<file path="src/hw/rtl/ckss_pkg.sv">
// shared types and constants of the key square store
// no dependencies; imported by the core, the wrap-sub unit, the checker and the bench
`default_nettype none

package ckss_pkg;

   // field widths
   localparam int OP_W       = 3;
   localparam int IDX_W      = 3;
   localparam int CODE_W     = 8;
   localparam int SIZE_W     = 4;
   localparam int CSR_IDX_W  = 1;
   localparam int CSR_DATA_W = 8;
   localparam int REQ_W      = 24;
   localparam int RSP_W      = 16;

   // default largest side of the square
   localparam int MAX_SIDE_DEFAULT = 8;

   // register reset values
   localparam logic [SIZE_W-1:0] SIZE_RESET = 4'd5;
   localparam logic [CODE_W-1:0] NULL_RESET = 8'd0;

   // operation codes
   localparam logic [OP_W-1:0] OP_WRITE    = 3'd0;
   localparam logic [OP_W-1:0] OP_READ     = 3'd1;
   localparam logic [OP_W-1:0] OP_FIND     = 3'd2;
   localparam logic [OP_W-1:0] OP_SWAP_ROW = 3'd3;
   localparam logic [OP_W-1:0] OP_SWAP_COL = 3'd4;
   localparam logic [OP_W-1:0] OP_ROTATE   = 3'd5;

   // register indexes
   localparam logic [CSR_IDX_W-1:0] REG_MATRIX_SIZE = 1'd0;
   localparam logic [CSR_IDX_W-1:0] REG_NULL_CODE   = 1'd1;

endpackage

`default_nettype wire

</file>
<file path="src/hw/rtl/cipher_key_square_store_core.sv">
// key square store: square matrix of letter codes with write, read, find,
// row and column swaps and cyclic rotation. One item at a time: ready again as
// the result goes out. Synchronous reset; per-entry valid bits make entries never
// written read zero.
`default_nettype none

module cipher_key_square_store_core import ckss_pkg::*; #(
   parameter int MAX_SIDE = MAX_SIDE_DEFAULT
) (
   input  wire logic                  clock,
   input  wire logic                  reset,
   // op, row_index, col_index, other_index, letter_code
   input  wire logic                  req_tvalid,
   output logic                       req_tready,
   input  wire logic [REQ_W-1:0]      req_tdata,
   // read_code, found, found_row, found_col
   output logic                       rsp_tvalid,
   input  wire logic                  rsp_tready,
   output logic      [RSP_W-1:0]      rsp_tdata,
   input  wire logic                  csr_we,
   input  wire logic [CSR_IDX_W-1:0]  csr_index,
   input  wire logic [CSR_DATA_W-1:0] csr_wdata
);

   localparam int DEPTH = MAX_SIDE * MAX_SIDE;
   localparam int AW    = $clog2(DEPTH);
   localparam int RC_W  = $clog2(MAX_SIDE);
   localparam int MAX_N = (MAX_SIDE < 15) ? MAX_SIDE : 15;
   localparam logic [AW-1:0]     SIDE_A = AW'(MAX_SIDE);
   localparam logic [SIZE_W-1:0] SIDE_N = SIZE_W'(MAX_N);

   typedef enum logic [3:0] {
      S_IDLE, S_WRITE, S_READ, S_READ_WAIT, S_FIND, S_MOD, S_COPY, S_PERM, S_DONE
   } state_type;

   function automatic logic [AW-1:0] addr_of(input logic [RC_W-1:0] r,
                                             input logic [RC_W-1:0] c);
      return AW'(r) * SIDE_A + AW'(c);
   endfunction

   // control registers
   state_type          state_ff, state_in;
   logic               walk_busy_ff, walk_busy_in;
   logic [RC_W-1:0]    r_ff, r_in, c_ff, c_in;
   logic [SIZE_W-1:0]  a_ff, a_in, b_ff, b_in;
   logic               pend_vld_ff, pend_vld_in;
   logic [AW-1:0]      pend_addr_ff;
   logic [RC_W-1:0]    pend_r_ff, pend_c_ff;
   logic               rsp_valid_ff, rsp_valid_in;
   logic [SIZE_W-1:0]  size_ff;
   logic [CODE_W-1:0]  null_ff;
   logic               main_valid_ff [DEPTH];
   logic               rd_valid_ff;

   // item and result payload
   logic [OP_W-1:0]    op_ff;
   logic [IDX_W-1:0]   ri_ff, ci_ff, oi_ff;
   logic [CODE_W-1:0]  code_ff;
   logic [CODE_W-1:0]  res_code_ff, res_code_in;
   logic               res_found_ff, res_found_in;
   logic [IDX_W-1:0]   res_row_ff, res_row_in, res_col_ff, res_col_in;
   logic [RSP_W-1:0]   rsp_data_ff, rsp_data_in;

   // request fields
   logic [OP_W-1:0]    req_op;
   logic [IDX_W-1:0]   req_ri, req_ci, req_oi;
   logic               accept;

   // datapath nets
   logic [SIZE_W-1:0]  n;
   logic               item_in_range, last_pos, issue, hit;
   logic [AW-1:0]      item_addr, walk_addr;
   logic [RC_W-1:0]    src_r, src_c;
   logic [SIZE_W-1:0]  row_x, row_y, col_x, col_y, row_wrap, col_wrap;
   logic               row_ge, col_ge;
   logic               main_we, scr_we;
   logic [AW-1:0]      main_waddr, main_raddr, scr_raddr;
   logic [CODE_W-1:0]  main_wdata, main_q, main_rdata, scr_q;

   assign req_op = req_tdata[2:0];
   assign req_ri = req_tdata[5:3];
   assign req_ci = req_tdata[8:6];
   assign req_oi = req_tdata[11:9];
   assign accept = req_tvalid && req_tready;

   assign req_tready = (state_ff == S_IDLE);
   assign rsp_tvalid = rsp_valid_ff;
   assign rsp_tdata  = rsp_data_ff;

   // side in use: zero acts as one, clipped to the store size
   always_comb begin
      if (size_ff == '0) begin
         n = SIZE_W'(1);
      end else if (size_ff > SIDE_N) begin
         n = SIDE_N;
      end else begin
         n = size_ff;
      end
   end

   // position of the current item and of the walk
   assign item_in_range = (SIZE_W'(ri_ff) < n) && (SIZE_W'(ci_ff) < n);
   assign item_addr     = addr_of(RC_W'(ri_ff), RC_W'(ci_ff));
   assign walk_addr     = addr_of(r_ff, c_ff);
   assign last_pos      = (SIZE_W'(r_ff) == n - SIZE_W'(1)) &&
                          (SIZE_W'(c_ff) == n - SIZE_W'(1));

   // main store data, entries never written read as zero
   assign main_rdata = rd_valid_ff ? main_q : '0;
   assign hit        = (state_ff == S_FIND) && pend_vld_ff && (main_rdata == code_ff);
   assign issue      = walk_busy_ff && !hit &&
                       ((state_ff == S_FIND) || (state_ff == S_COPY) ||
                        (state_ff == S_PERM));

   // shared subtract units: shift reduction, then source row and column
   always_comb begin
      if (state_ff == S_MOD) begin
         row_x = a_ff;
         row_y = n;
         col_x = b_ff;
         col_y = n;
      end else begin
         row_x = SIZE_W'(r_ff);
         row_y = a_ff;
         col_x = SIZE_W'(c_ff);
         col_y = b_ff;
      end
   end

   ckss_wrap_sub u_row_sub (
      .x       (row_x),
      .y       (row_y),
      .n       (n),
      .ge      (row_ge),
      .wrapped (row_wrap)
   );

   ckss_wrap_sub u_col_sub (
      .x       (col_x),
      .y       (col_y),
      .n       (n),
      .ge      (col_ge),
      .wrapped (col_wrap)
   );

   // source position of the permutation
   always_comb begin
      src_r = r_ff;
      src_c = c_ff;
      case (op_ff)
         OP_SWAP_ROW: begin
            if (r_ff == RC_W'(ri_ff)) begin
               src_r = RC_W'(oi_ff);
            end else if (r_ff == RC_W'(oi_ff)) begin
               src_r = RC_W'(ri_ff);
            end
         end
         OP_SWAP_COL: begin
            if (c_ff == RC_W'(ci_ff)) begin
               src_c = RC_W'(oi_ff);
            end else if (c_ff == RC_W'(oi_ff)) begin
               src_c = RC_W'(ci_ff);
            end
         end
         OP_ROTATE: begin
            src_r = RC_W'(row_wrap);
            src_c = RC_W'(col_wrap);
         end
         default: begin
         end
      endcase
   end

   // memory ports
   assign main_we    = ((state_ff == S_WRITE) && item_in_range) ||
                       ((state_ff == S_PERM) && pend_vld_ff);
   assign main_waddr = (state_ff == S_WRITE) ? item_addr : pend_addr_ff;
   assign main_wdata = (state_ff == S_WRITE) ? code_ff : scr_q;
   assign main_raddr = (state_ff == S_READ) ? item_addr : walk_addr;
   assign scr_we     = (state_ff == S_COPY) && pend_vld_ff;
   assign scr_raddr  = addr_of(src_r, src_c);

   ckss_ram #(.WIDTH(CODE_W), .DEPTH(DEPTH)) u_main_ram (
      .clock (clock),
      .we    (main_we),
      .waddr (main_waddr),
      .wdata (main_wdata),
      .raddr (main_raddr),
      .rdata (main_q)
   );

   ckss_ram #(.WIDTH(CODE_W), .DEPTH(DEPTH)) u_scratch_ram (
      .clock (clock),
      .we    (scr_we),
      .waddr (pend_addr_ff),
      .wdata (main_rdata),
      .raddr (scr_raddr),
      .rdata (scr_q)
   );

   // sequencer next state
   always_comb begin
      state_in     = state_ff;
      walk_busy_in = walk_busy_ff;
      r_in         = r_ff;
      c_in         = c_ff;
      a_in         = a_ff;
      b_in         = b_ff;
      pend_vld_in  = issue;
      res_code_in  = res_code_ff;
      res_found_in = res_found_ff;
      res_row_in   = res_row_ff;
      res_col_in   = res_col_ff;
      rsp_valid_in = rsp_valid_ff && !rsp_tready;
      rsp_data_in  = rsp_data_ff;

      // walk counter, row-major over the square
      if (issue) begin
         if (last_pos) begin
            walk_busy_in = 1'b0;
         end
         if (SIZE_W'(c_ff) == n - SIZE_W'(1)) begin
            c_in = '0;
            r_in = r_ff + RC_W'(1);
         end else begin
            c_in = c_ff + RC_W'(1);
         end
      end

      unique case (state_ff)
         S_IDLE: begin
            if (accept) begin
               res_code_in  = '0;
               res_found_in = 1'b0;
               res_row_in   = '0;
               res_col_in   = '0;
               r_in         = '0;
               c_in         = '0;
               a_in         = SIZE_W'(req_ri);
               b_in         = SIZE_W'(req_ci);
               case (req_op)
                  OP_WRITE: state_in = S_WRITE;
                  OP_READ:  state_in = S_READ;
                  OP_FIND: begin
                     walk_busy_in = 1'b1;
                     state_in     = S_FIND;
                  end
                  OP_SWAP_ROW: begin
                     if ((SIZE_W'(req_ri) < n) && (SIZE_W'(req_oi) < n)) begin
                        walk_busy_in = 1'b1;
                        state_in     = S_COPY;
                     end else begin
                        state_in = S_DONE;
                     end
                  end
                  OP_SWAP_COL: begin
                     if ((SIZE_W'(req_ci) < n) && (SIZE_W'(req_oi) < n)) begin
                        walk_busy_in = 1'b1;
                        state_in     = S_COPY;
                     end else begin
                        state_in = S_DONE;
                     end
                  end
                  OP_ROTATE: state_in = S_MOD;
                  default:   state_in = S_DONE;
               endcase
            end
         end
         S_WRITE: state_in = S_DONE;
         S_READ: begin
            if (item_in_range) begin
               state_in = S_READ_WAIT;
            end else begin
               res_code_in = null_ff;
               state_in    = S_DONE;
            end
         end
         S_READ_WAIT: begin
            res_code_in = main_rdata;
            state_in    = S_DONE;
         end
         S_FIND: begin
            if (hit) begin
               res_found_in = 1'b1;
               res_row_in   = IDX_W'(pend_r_ff);
               res_col_in   = IDX_W'(pend_c_ff);
               state_in     = S_DONE;
            end else if (!walk_busy_ff && !pend_vld_ff) begin
               state_in = S_DONE;
            end
         end
         S_MOD: begin
            // shifts taken modulo the side by repeated subtraction
            if (row_ge) begin
               a_in = row_wrap;
            end
            if (col_ge) begin
               b_in = col_wrap;
            end
            if (!row_ge && !col_ge) begin
               r_in         = '0;
               c_in         = '0;
               walk_busy_in = 1'b1;
               state_in     = S_COPY;
            end
         end
         S_COPY: begin
            if (!walk_busy_ff && !pend_vld_ff) begin
               r_in         = '0;
               c_in         = '0;
               walk_busy_in = 1'b1;
               state_in     = S_PERM;
            end
         end
         S_PERM: begin
            if (!walk_busy_ff && !pend_vld_ff) begin
               state_in = S_DONE;
            end
         end
         S_DONE: begin
            if (!rsp_valid_ff || rsp_tready) begin
               rsp_valid_in = 1'b1;
               rsp_data_in  = {1'b0, res_col_ff, res_row_ff, res_found_ff, res_code_ff};
               state_in     = S_IDLE;
            end
         end
         default: state_in = S_IDLE;
      endcase
   end

   // state and registered outputs
   always_ff @(posedge clock) begin
      if (reset) begin
         state_ff     <= S_IDLE;
         walk_busy_ff <= 1'b0;
         pend_vld_ff  <= 1'b0;
         rsp_valid_ff <= 1'b0;
         size_ff      <= SIZE_RESET;
         null_ff      <= NULL_RESET;
         for (int i = 0; i < DEPTH; i++) begin
            main_valid_ff[i] <= 1'b0;
         end
      end else begin
         state_ff     <= state_in;
         walk_busy_ff <= walk_busy_in;
         pend_vld_ff  <= pend_vld_in;
         rsp_valid_ff <= rsp_valid_in;
         if (main_we) begin
            main_valid_ff[main_waddr] <= 1'b1;
         end
         if (csr_we) begin
            unique case (csr_index)
               REG_MATRIX_SIZE: size_ff <= csr_wdata[SIZE_W-1:0];
               REG_NULL_CODE:   null_ff <= csr_wdata;
               default: begin
               end
            endcase
         end
      end
   end

   // payload registers
   always_ff @(posedge clock) begin
      r_ff         <= r_in;
      c_ff         <= c_in;
      a_ff         <= a_in;
      b_ff         <= b_in;
      pend_addr_ff <= walk_addr;
      pend_r_ff    <= r_ff;
      pend_c_ff    <= c_ff;
      rd_valid_ff  <= main_valid_ff[main_raddr];
      res_code_ff  <= res_code_in;
      res_found_ff <= res_found_in;
      res_row_ff   <= res_row_in;
      res_col_ff   <= res_col_in;
      rsp_data_ff  <= rsp_data_in;
      if (accept) begin
         op_ff   <= req_op;
         ri_ff   <= req_ri;
         ci_ff   <= req_ci;
         oi_ff   <= req_oi;
         code_ff <= req_tdata[19:12];
      end
   end

endmodule

`default_nettype wire

</file>
<file path="src/hw/rtl/ckss_ram.sv">
// generic single write port, single read port ram with registered read
// no dependencies
`default_nettype none

module ckss_ram #(
   parameter int WIDTH = 8,
   parameter int DEPTH = 64
) (
   input  wire logic                     clock,
   input  wire logic                     we,
   input  wire logic [$clog2(DEPTH)-1:0] waddr,
   input  wire logic [WIDTH-1:0]         wdata,
   input  wire logic [$clog2(DEPTH)-1:0] raddr,
   output logic      [WIDTH-1:0]         rdata
);

   logic [WIDTH-1:0] mem [DEPTH];

   // write port and registered read port
   always_ff @(posedge clock) begin
      if (we) begin
         mem[waddr] <= wdata;
      end
      rdata <= mem[raddr];
   end

endmodule

`default_nettype wire

</file>
<file path="src/hw/rtl/ckss_wrap_sub.sv">
// shared subtract and wrap unit: (x - y) mod n for x, y below n,
// and the plain difference with a flag for x >= y; uses ckss_pkg
`default_nettype none

module ckss_wrap_sub import ckss_pkg::*; (
   input  wire logic [SIZE_W-1:0] x,
   input  wire logic [SIZE_W-1:0] y,
   input  wire logic [SIZE_W-1:0] n,
   output logic                   ge,
   output logic      [SIZE_W-1:0] wrapped
);

   logic [SIZE_W:0] diff;

   // one subtract, one conditional add of n
   always_comb begin
      diff    = {1'b0, x} - {1'b0, y};
      ge      = ~diff[SIZE_W];
      wrapped = ge ? diff[SIZE_W-1:0] : diff[SIZE_W-1:0] + n;
   end

endmodule

`default_nettype wire

</file>
<file path="config.mk">
export PLATFORM = sky130hd
export DESIGN_NAME = cipher_key_square_store_core
export DESIGN_NICKNAME = d
export VERILOG_FILES = /design/src/hw/rtl/ckss_pkg.sv /design/src/hw/rtl/cipher_key_square_store_core.sv /design/src/hw/rtl/ckss_ram.sv /design/src/hw/rtl/ckss_wrap_sub.sv
export SDC_FILE = /design/constraint.sdc
export NUM_CORES = 2
export LEC_CHECK = 0
export ABC_AREA = 1
export BUFFER_PORTS_ARGS = -buffer_cell sky130_fd_sc_hd__buf_2
export CAP_MARGIN = 10
export CORE_ASPECT_RATIO = 1.2
export CORE_MARGIN = 2
export CORE_UTILIZATION = 48
export DETAILED_ROUTE_END_ITERATION = 6
export MAX_ROUTING_LAYER = met4
export SYNTH_ARGS = -nofsm -noshare
export SYNTH_HDL_FRONTEND = slang
export SYNTH_SLANG_ARGS = --single-unit
</file>
<file path="constraint.sdc">
create_clock -name clock -period 5 [get_ports clock]
set_input_delay 0.5 -clock clock [delete_from_list [all_inputs] [get_ports clock]]
set_output_delay 0.5 -clock clock [all_outputs]
set_load 0.005 [all_outputs]
</file>
==> results.md <==
- Flops & latches, synth: 1194
- Setup crit end kind: flip-flop
- Final hold violations: 0
- Area after DPL: 0.0531 mm²
- Synthesized net count: 4610
- Status: completed
- Routed wire per std cell: 22.3 µm
- Slack of the critical path: 0.315 ns
- Root Driver: clkbuf_16
- Ys async rst share: 0
- Die W: 303 µm
- DIE HEIGHT: 362 µm
- Pwr dens: 443 mW/mm²
- Number of global-route vias before repair: 32.2k
- Via density: 5.61
- H-tree depth: 3
- Comb pwr share: 0.181
- Layout area overhead: 11.1%
- Port Buf Inserts: 50
- Slew @ Worst Pin: 1.23 ns
- Initial cell density of the core: 0.483
- Synth area leaders: edfxtp_1 (63%), nand3_1 (6.1%), dfxtp_1 (4.4%)
- Core area: 0.106 mm²
- Worst Clk Skew: 0.0316 ns
- Multi-input combinational cell area: 0.0137 mm²
- Remaining Overflow, GRT: 0
- DRT iter0 DRCs: 3079
- Worst path required time: 5.58 ns
- Number of max-cap violations: 0
- Clock power frac: 0.339
- HP Class: in -> reg
- Largest area contributor in the netlist: edfxtp_1
- DRC errors left: 0
- Net Sw Frac: 0.290
- Top-count cell post-synth: edfxtp_1
- Initial antenna violation count: 4
- Rows: 131
- Slew headroom: 0.178
- Main synth FF type: edfxtp_1
- Register area: 0.0347 mm²
- Sink Count: 1194
- First-pass GRT wire length: 201000 µm
- TritonCTS Buffers: 116
- Unrepaired setup endpoints after global routing: yes
- Crit Path Category: reg -> reg
- Tot Pwr: 25.2 mW
- Worst Path Arrival: 5.27 ns
- Hold Slack: 0.0497 ns
- Startpoint types: flip-flop
- Met2 Resource Use GR: 0.406
- # fillers: 9157
- Final min period: 4.69 ns
- Largest net degree at the start of global routing: 146
- DR pass1 iterations: 5
- Period utilization: 0.937
- Worst-Skew Late Latency: 0.71 ns
- Post-synth top cells: edfxtp_1 (1082), nand3_1 (623), nand2_1 (529)
- GRT Overall Usage: 0.250
- Sequential fraction of the synthesis area: 0.677
- Peak supply drop: 0.352 mV
- Fraction of final layout cells sized beyond drive strength 1: 0.0892
- Power Internal: 17.9 mW
- DR vias: 33.9k
- Maximum fanout along the worst path: 26
- Cells after Synth: 4541
- DRT antenna net count: 0
- Post-route cell area: 0.0570 mm²
- Post-synth EDFFs: 1082
- Synth warn: 0
- Mean Syn Cell Area: 11.3 µm²
- Synth top area share: 0.633
- Global route hottest layer: met2
- Post-synth cell types: 49
- Cell area after synthesis: 0.0513 mm²
- Nets: 4624
- Placer Congestion: 0.905
- Post-DP HPWL: 79700 µm
- Clk buf depth: 3
- Final setup viols: 0
- Die Footprint: 0.110 mm²
- Met3 Use GR: 0.0286
- CTS clk-pin slew, worst paths: 0.06 ns
- GR Util met1: 0.323
- Final Max Tran Viols: 0
- Lkg Pwr: 20.9 nW
- # IOs: 56
- WL final: 135000 µm
- Net Sw Power: 7.31 mW
- Reg power frac: 0.481
- Ant diodes: 0
- Max Freq: 213 MHz
- CTS tree: built
- Worst slack at placement: 0.228 ns
[cells by family (layout without fill, tap and decap cells)]
logic type,Yosys count,in the layout,synth area share
AOI/OAI and AO/OA,695,695,0.0834
xor gates and xnor gates,25,25,0.00441
adders and majority gates,31,31,0.00814
buffers and inverters,726,839,0.0596
DFF,1194,1194,0.677
other,1,1,0.0000731
and+or+nand+nor,1869,1869,0.168
[flip-flops by register name, indices dropped and copies added (netlist names), 3 cells and up]
name and cells:
oi_ff 3, c_ff 3, op_ff 3, null_ff 8, u_main_ram.mem 512, a_ff 4, state_ff 4, res_row_ff 3
res_code_ff 8, u_scratch_ram.mem 512, u_main_ram.rdata 8, size_ff 4, ri_ff 3, code_ff 8, r_ff 3, b_ff 4
rsp_tdata 15, main_valid_ff 64, ci_ff 3, u_scratch_ram.rdata 8, res_col_ff 3
[final cells by class]
cell class,instances,area share
Sequential cell,1194,0.609
Multi-Input combinational cell,2621,0.240
Clock buffer,134,0.0538
Tap cell,1396,0.0306
Inverter,459,0.0305
Timing Repair Buffer,163,0.0246
Clock inverter,83,0.0111
[stage by stage]
stage / std cells / utilization / TNS, ns
after floorplan: 4541 / - / 0
after global placement: 5820 / 0.500 / 0
after detailed placement: 5820 / 0.500 / 0
after CTS: 6044 / 0.536 / 0
after global routing: 6050 / 0.537 / -0.00137
final: 6050 / 0.537 / 0
[routing by layer]
metal	vias up	routed length, µm
met5	-	0
met4	0	5580
met3	267	8420
met2	1125	66100
met1	16500	55000
li1	16000	-
[worst max-delay path, stage by stage, from the launching register on]
cell and delay, ns:
dfxtp_1 0.41, inv_1 0.11, nor2_4 0.14, inv_1 0.07, nor2_1 0.24, buf_4 0.31
nand2_1 0.07, o21ai_0 0.08, ha_1 0.18, inv_1 0.06, fa_1 0.59, inv_1 0.07
fa_1 0.44, o21ai_0 0.26, nand2_1 0.10, nand2_1 0.07, inv_1 0.05, a22oi_2 0.50
buf_4 0.34, nand3_1 0.22, nand3_1 0.17, nand2_1 0.06
[worst paths after layout]
check | end | cells past startpoint | slack (ns) | from
setup reg to reg | u_scratch_ram.rdata[7]$_DFF_P_ | 21 | 0.31 | state_ff[2]$_SDFFE_PP0P_
setup / recovery | u_scratch_ram.rdata[7]$_DFF_P_ | 21 | 0.31 | state_ff[2]$_SDFFE_PP0P_
hold / removal | size_ff[0]$_SDFFE_PP1P_ | 3 | 0.05 | csr_wdata[0]
hold reg to reg | rsp_tdata[6]$_DFFE_PP_ | 0 | 0.42 | res_code_ff[6]$_DFFE_PP_
[placed cells by master, fill, tap and decap left out, types with 27 or more instances in the layout]
master     Yosys  layout
edfxtp_1    1082    1082
buf_2        139      50
nand3_1      623     623
clkinv_1       4      47
buf_4         26      83
o211ai_1      75      75
o221ai_1      72      72
ha_1          27      27
o21ai_0      348     342
o22ai_1       72      71
a21oi_1       31      30
inv_1        437     426
o21a_1        52      51
nand2_1      529     526
dfxtp_1      112     112
nand3b_1     163     163
nor2_1       506     505
clkbuf_16      0     122
[power groups by stage]
stage / sequential [mW] / combinational, mW / clock, mW
final: 12.1 / 4.56 / 8.55
after floorplan: 12.3 / 2.76 / 0
after global routing: 12.1 / 5.00 / 9.05
after CTS: 12.1 / 4.53 / 8.67
after detailed placement: 12.3 / 4.52 / 0
after global placement: 12.3 / 4.46 / 0
[timing repair]
action,4_1_cts,5_1_grt
buffers inserted,0,3
setup endpoints to repair,0,8
hold endpoints to repair,7,0
resized for setup,0,5
hold buffers,7,0
(Power assumes the default switching activity.)
